$ cat config.mk
export PLATFORM = sky130hd
export DESIGN_NAME = gbn_ctrl
export DESIGN_NICKNAME = d
export VERILOG_FILES = /design/src/rtl/gbn_pkg.sv /design/src/rtl/gbn_ctrl.sv
export SDC_FILE = /design/constraint.sdc
export NUM_CORES = 1
export LEC_CHECK = 0
export BUFFER_PORTS_ARGS = -buffer_cell sky130_fd_sc_hd__clkbuf_2
export CAP_MARGIN = 20
export CORE_AREA = 2 2 39 41
export CTS_CLUSTER_DIAMETER = 120
export DETAILED_ROUTE_END_ITERATION = 16
export DIE_AREA = 0 0 41 43
export SYNTH_ARGS = -nofsm -noshare
export SYNTH_HDL_FRONTEND = slang
export SYNTH_SLANG_ARGS = --single-unit
$ cat constraint.sdc
create_clock -name clk -period 2.1 [get_ports clk]
set_clock_uncertainty 0.1 [all_clocks]
set_input_delay 0 -clock clk [delete_from_list [all_inputs] [get_ports clk]]
set_output_delay 0 -clock clk [all_outputs]
set_load 0.01 [all_outputs]
$ cat src/rtl/gbn_pkg.sv
// Package for the greedy box NMS block: sizes, register codes, payload types,
// controller state and the command/status structs. Depends on nothing.
package gbn_pkg;

	localparam int MAX_CAND   = 256;
	localparam int IDX_W      = $clog2(MAX_CAND);
	localparam int CNT_W      = $clog2(MAX_CAND + 1);
	localparam int RESULT_CAP = 64;
	localparam int DET_W      = 7;
	localparam int CFG_IDX_W  = 2;
	localparam int CFG_DATA_W = 17;
	localparam int ROW_W      = 90;

	localparam logic [CFG_IDX_W-1:0] CFG_CONF   = 2'd0;
	localparam logic [CFG_IDX_W-1:0] CFG_IOU    = 2'd1;
	localparam logic [CFG_IDX_W-1:0] CFG_MAXDET = 2'd2;
	localparam logic [CFG_IDX_W-1:0] CFG_AGN    = 2'd3;

	localparam logic [15:0]      CONF_RST   = 16'd16384;
	localparam logic [16:0]      IOU_RST    = 17'd29491;
	localparam logic [DET_W-1:0] MAXDET_RST = 7'd64;

	typedef struct packed {
		logic signed [15:0] box_x;
		logic signed [15:0] box_y;
		logic signed [15:0] box_w;
		logic signed [15:0] box_h;
		logic        [15:0] score;
		logic        [9:0]  cls_num;
		logic               last;
	} cand_t;

	typedef struct packed {
		logic signed [15:0] out_x;
		logic signed [15:0] out_y;
		logic        [14:0] out_w;
		logic        [14:0] out_h;
		logic        [15:0] out_score;
		logic        [9:0]  out_class;
		logic               out_last;
		logic               empty_res;
	} det_t;

	typedef enum logic [2:0] {
		ST_LOAD,
		ST_SCAN_INIT,
		ST_SCAN,
		ST_DECIDE,
		ST_CHECK,
		ST_FINAL,
		ST_CLEAR
	} state_t;

	typedef struct packed {
		logic load_en;
		logic scan_init;
		logic scan_issue;
		logic take_best;
		logic emit;
		logic emit_empty;
		logic emit_last;
		logic frame_clear;
	} ctrl_cmd_t;

	typedef struct packed {
		logic cand_fire;
		logic cand_last;
		logic scan_end;
		logic pipe_empty;
		logic best_valid;
		logic anchor_valid;
		logic at_limit;
		logic out_free;
	} dp_stat_t;

endpackage

$ cat src/rtl/gbn_ctrl.sv
// Controller state machine: load, scan passes, emission and frame clear.
// Depends on gbn_pkg.
module gbn_ctrl (
	input  logic               clk,
	input  logic               arst_n,
	input  gbn_pkg::dp_stat_t  stat,
	output gbn_pkg::ctrl_cmd_t cmd
);

	gbn_pkg::state_t state_q, state_nxt;

	always_ff @(posedge clk or negedge arst_n) begin
		if (!arst_n) begin
			state_q <= gbn_pkg::ST_LOAD;
		end else begin
			state_q <= state_nxt;
		end
	end

	always_comb begin
		state_nxt = state_q;
		unique case (state_q)
			gbn_pkg::ST_LOAD: begin
				if (stat.cand_fire && stat.cand_last) state_nxt = gbn_pkg::ST_SCAN_INIT;
			end
			gbn_pkg::ST_SCAN_INIT: state_nxt = gbn_pkg::ST_SCAN;
			gbn_pkg::ST_SCAN: begin
				if (stat.scan_end && stat.pipe_empty) state_nxt = gbn_pkg::ST_DECIDE;
			end
			gbn_pkg::ST_DECIDE: begin
				if (stat.out_free) begin
					state_nxt = stat.best_valid ? gbn_pkg::ST_CHECK : gbn_pkg::ST_CLEAR;
				end
			end
			gbn_pkg::ST_CHECK: begin
				state_nxt = stat.at_limit ? gbn_pkg::ST_FINAL : gbn_pkg::ST_SCAN_INIT;
			end
			gbn_pkg::ST_FINAL: begin
				if (stat.out_free) state_nxt = gbn_pkg::ST_CLEAR;
			end
			gbn_pkg::ST_CLEAR: state_nxt = gbn_pkg::ST_LOAD;
			default: state_nxt = gbn_pkg::ST_LOAD;
		endcase
	end

	always_comb begin
		cmd = '0;
		unique case (state_q)
			gbn_pkg::ST_LOAD:      cmd.load_en = 1'b1;
			gbn_pkg::ST_SCAN_INIT: cmd.scan_init = 1'b1;
			gbn_pkg::ST_SCAN:      cmd.scan_issue = 1'b1;
			gbn_pkg::ST_DECIDE: begin
				if (stat.out_free) begin
					cmd.take_best  = stat.best_valid;
					cmd.emit       = stat.anchor_valid || !stat.best_valid;
					cmd.emit_empty = !stat.anchor_valid && !stat.best_valid;
					cmd.emit_last  = !stat.best_valid;
				end
			end
			gbn_pkg::ST_CHECK: ;
			gbn_pkg::ST_FINAL: begin
				cmd.emit      = stat.out_free;
				cmd.emit_last = stat.out_free;
			end
			gbn_pkg::ST_CLEAR: cmd.frame_clear = 1'b1;
			default: ;
		endcase
	end

endmodule

Yosys cells after proc, flatten, opt, wreduce, memory -nomap -nowiden

Index checks and enable logic that the tools add are counted.

Flip-flop bits (word level): 3
Memories kept: 0
Word-level logic and storage cells: 35
Output and inout bits: 8
Input port bits: 10
Memory bits (read-only): 0
Latch bits: 0
Bits in writable memories: 0

Shifts and indexed selects: 0
Equality and inequality tests: 10
$lt $le $gt $ge: 0
Multiply operators: 0
Divide/modulo/power cells: 0
Add/subtract/negate cells: 0
Multiplexer cells: 16
Bitwise gates (word level): 0
Reductions and logical operators: 8

Operator list:

| operator                                                               | count |
|---|---|
| 3-bit case mux with 6 select lines                                     | 1 |
| 3-bit two-way mux                                                      | 5 |
| 3-bit equality test (second input constant)                            | 3 |
| 2-bit != test (second input constant)                                  | 4 |
| 3-bit by 2-bit equality test with 1-bit output (second input constant) | 2 |
| 1-bit two-way mux                                                      | 6 |
| 4-bit two-way mux                                                      | 1 |
| 1-bit case mux with 2 select lines                                     | 2 |
| 4-bit AND reduction                                                    | 1 |
| 3-bit by 1-bit equality test with 1-bit output (second input constant) | 1 |
| 1-bit logical AND                                                      | 3 |
| 3-bit logical NOT                                                      | 1 |
| 1-bit logical NOT                                                      | 2 |
| 2-bit two-way mux                                                      | 1 |
| 1-bit logical OR                                                       | 1 |

Depth between registers and ports, before layout

Depth after elaboration: 4
Mapped depth: 4

Worst setup path before layout

OpenSTA, ideal clock, no wires.

Kind: register to register
From: register state_q[0]
To: register state_q[0]
Library setup time: 120 ps
Period minus slack after synthesis: 1050 ps
Slack: 1050 ps
Data arrival time: 830 ps
Stages on the path, launching flop included: 5
Required time: 1880 ps
Cell sequence: dfrtp_1 > buf_2 > a21oi_1 > o21ai_0 > and3_1

Word-level cells in the longest chain between the ends: 3

RTL lines:

| item                                                                   | RTL line       | RTL |
|---|---|---|
| from (decl)                                                            | gbn_ctrl.sv:10 | `gbn_pkg::state_t state_q, state_nxt;` |
| from (signal assigned)                                                 | gbn_ctrl.sv:14 | `state_q <= gbn_pkg::ST_LOAD;` |
| from (signal assigned)                                                 | gbn_ctrl.sv:16 | `state_q <= state_nxt;` |
| 3-bit by 2-bit equality test with 1-bit output (tied with other cells) | gbn_ctrl.sv:22 | `unique case (state_q)` |
| 2-bit != test (no line)                                                | n/a            |  |
| 4-bit AND reduction (no line)                                          | n/a            |  |

Parallel ways exist; a longest one is shown, timed or not.
A chain may end at the register's enable or synchronous reset.

Final worst setup path

From: register state_q[1]
To: register state_q[2]

The elaborated chain is that of the path after synthesis.

==> results.tsv <==
metric	value	unit
holdCritStartpoint	stat[6]	
first_global_vias	270	
finalSetupViolations	0	
synthCells	31	
leakage	0.209	nW
initial_core_util	0.172	
grt_usage	0.0936	
r2r_end	state_q[2]	
status	finished, final reports clean	
num_rows	14	
ys_warn_count	0	
syn2layout_area_growth	74.2	%
hold_viol_final	0	
wl_per_cell	8.79	um
core	0.00138	sq mm
maxCapViolCount	0	
first_pass_iters	3	
route.vias.total	308	
h-tree-depth	1	
cts_resized	0	
overflow	0	
critPathKind	reg -> reg	
synth_nets	41	
place_congestion	0.733	
largest_reg_flops	3	
insertedDiodeCount	0	
r2r_cells	4	
synthesis.area	238	sq um
clk_latency	0.25	ns
slew_headroom	0.781	
die-area	0.00176	sq mm
tightest_slew	0.328	ns
clockRootBuffer	clkbuf_4	
rsz0062_at_grt	no	
drive_above_1_share	0.429	
drtIter0Drc	2	
top_regs	state_q x3	
clk_path_buf_depth	2	
max_freq	639	MHz
port-buffer-count	17	
reg2reg_from	state_q[1]	
wirelength	633	um
antenna_left	0	
holdPathStages	4	
period_share	0.745	
critPathArrivalTime	1.65	ns
nNetsFinal	67	
die_h	43	um
layout_common_cells	clkbuf_2 (17), dlygate4sd3_1 (5), a21oi_1 (4)	
grt_pass1_wl	993	um
antenna_found_initial	0	
regMostFlops	state_q	
io_pins	18	
power	509	uW
synth_area_per_cell	7.67	sq um
viasPerCell	4.28	
cts_sinks	3	
maxSlewViolCount	0	
grt_max_degree	11	
fin_hold_ws	0.0393	ns
cts_buffers	3	
tritoncts	yes	
die_w	41	um
cp_max_fo	8	
clkSlewWorstSetupHoldPaths	0.04	ns
required	2.19	ns
final_core_util	0.299	
peakVddDrop	0.000562	V
drc	0	
regToRegSetupSlack	0.54	ns
yosysUniqueCellTypes	18	
setup_tns	0	ns
ys_ff_latch	3	
startpoint_type	register	
period_minus_slack	1.56	ns
mostFrequentLayoutCell	clkbuf_2	
powerDensity	1230	mW/mm^2
worstSetupEndpointType	register	
holdPathEnd	state_q[0]	
seq_area_frac_synth	0.316	
worstHoldPathType	in -> reg	
cts_post_setup_buffers_inserted	0	
## repair_timing
action | CTS | global route
hold buffers | 5 | 0
hold endpoints to repair | 5 | 0
setup endpoints to repair | 0 | 0
## layout make-up
| type | instances | area [sq um] |
|---|---|---|
| Fill cell | 142 | 970 |
| Multi-Input combinational cell | 25 | 150 |
| Timing Repair Buffer | 22 | 135 |
| Sequential cell | 3 | 75.1 |
| Clock buffer | 4 | 26.3 |
| Tap cell | 16 | 20.0 |
| Inverter | 2 | 7.51 |
## metal layers
layer	routed length (um)	GRT usage	vias to the layer above
met5	0	0	-
met4	10	0.0800	0
met3	67	0.0628	2
met2	283	0.119	15
met1	271	0.100	133
li1	-	-	158
## report_power, final
group / switching (mW) / internal, mW / total (mW)
logic: 0.119 / 0.133 / 0.252
clock network: 0.0385 / 0.0718 / 0.110
registers: 0.0606 / 0.0857 / 0.146
## through the flow
| stage | instances | area (sq um) | setup WS, ns |
|---|---|---|---|
| 4_1_cts | 72 | 414 | 0.537 |
| 3_5_place_dp | 63 | 338 | 0.946 |
| 2_1_floorplan | 31 | 238 | 1.05 |
| 5_1_grt | 72 | 414 | 0.463 |
| 6_report | 72 | 414 | 0.536 |
| 3_3_place_gp | 63 | 338 | 0.939 |
## worst max-delay path: stages (launching register included)
cell and delay, ns:
dfrtp_1 0.44, nor2b_4 0.21, nand3_2 0.10, o21ai_1 0.10, dlygate4sd3_1 0.54
## synth_stat cells
master | n | area [sq um]
nand2b_1 | 1 | 6.26
a21oi_1 | 4 | 20.0
buf_2 | 1 | 5.00
dfrtp_1 | 3 | 75.1
nor2b_1 | 1 | 6.26
inv_1 | 2 | 7.51
nor3_2 | 1 | 10.0
nor3b_2 | 1 | 12.5
nand2_1 | 3 | 11.3
nor2_1 | 3 | 11.3
nor3_1 | 1 | 5.00
o21ai_1 | 2 | 10.0
o21ai_0 | 3 | 15.0
and2_1 | 1 | 6.26
nand3_2 | 1 | 10.0
o22ai_1 | 1 | 6.26
nor2b_4 | 1 | 13.8
and3_1 | 1 | 6.26
## worst max path at each step
stage                       to       start  slack, ns  cells after the start
finish              state_q[2]  state_q[1]       0.54                      4
global route        state_q[2]  state_q[1]       0.46                      4
global placement    state_q[1]  state_q[0]       0.94                      3
CTS                 state_q[2]  state_q[1]       0.54                      4
floorplan           state_q[0]  state_q[0]       1.05                      4
detailed placement  state_q[1]  state_q[0]       0.95                      3
## cell families after synthesis
logic type / Yosys count / share of synthesized area
AND/OR/NAND/NOR: 15 / 0.416
AO/OA/AOI/OAI: 10 / 0.216
flip-flops: 3 / 0.316
buffers and inverters: 3 / 0.0526
(Power assumes the default switching activity.)
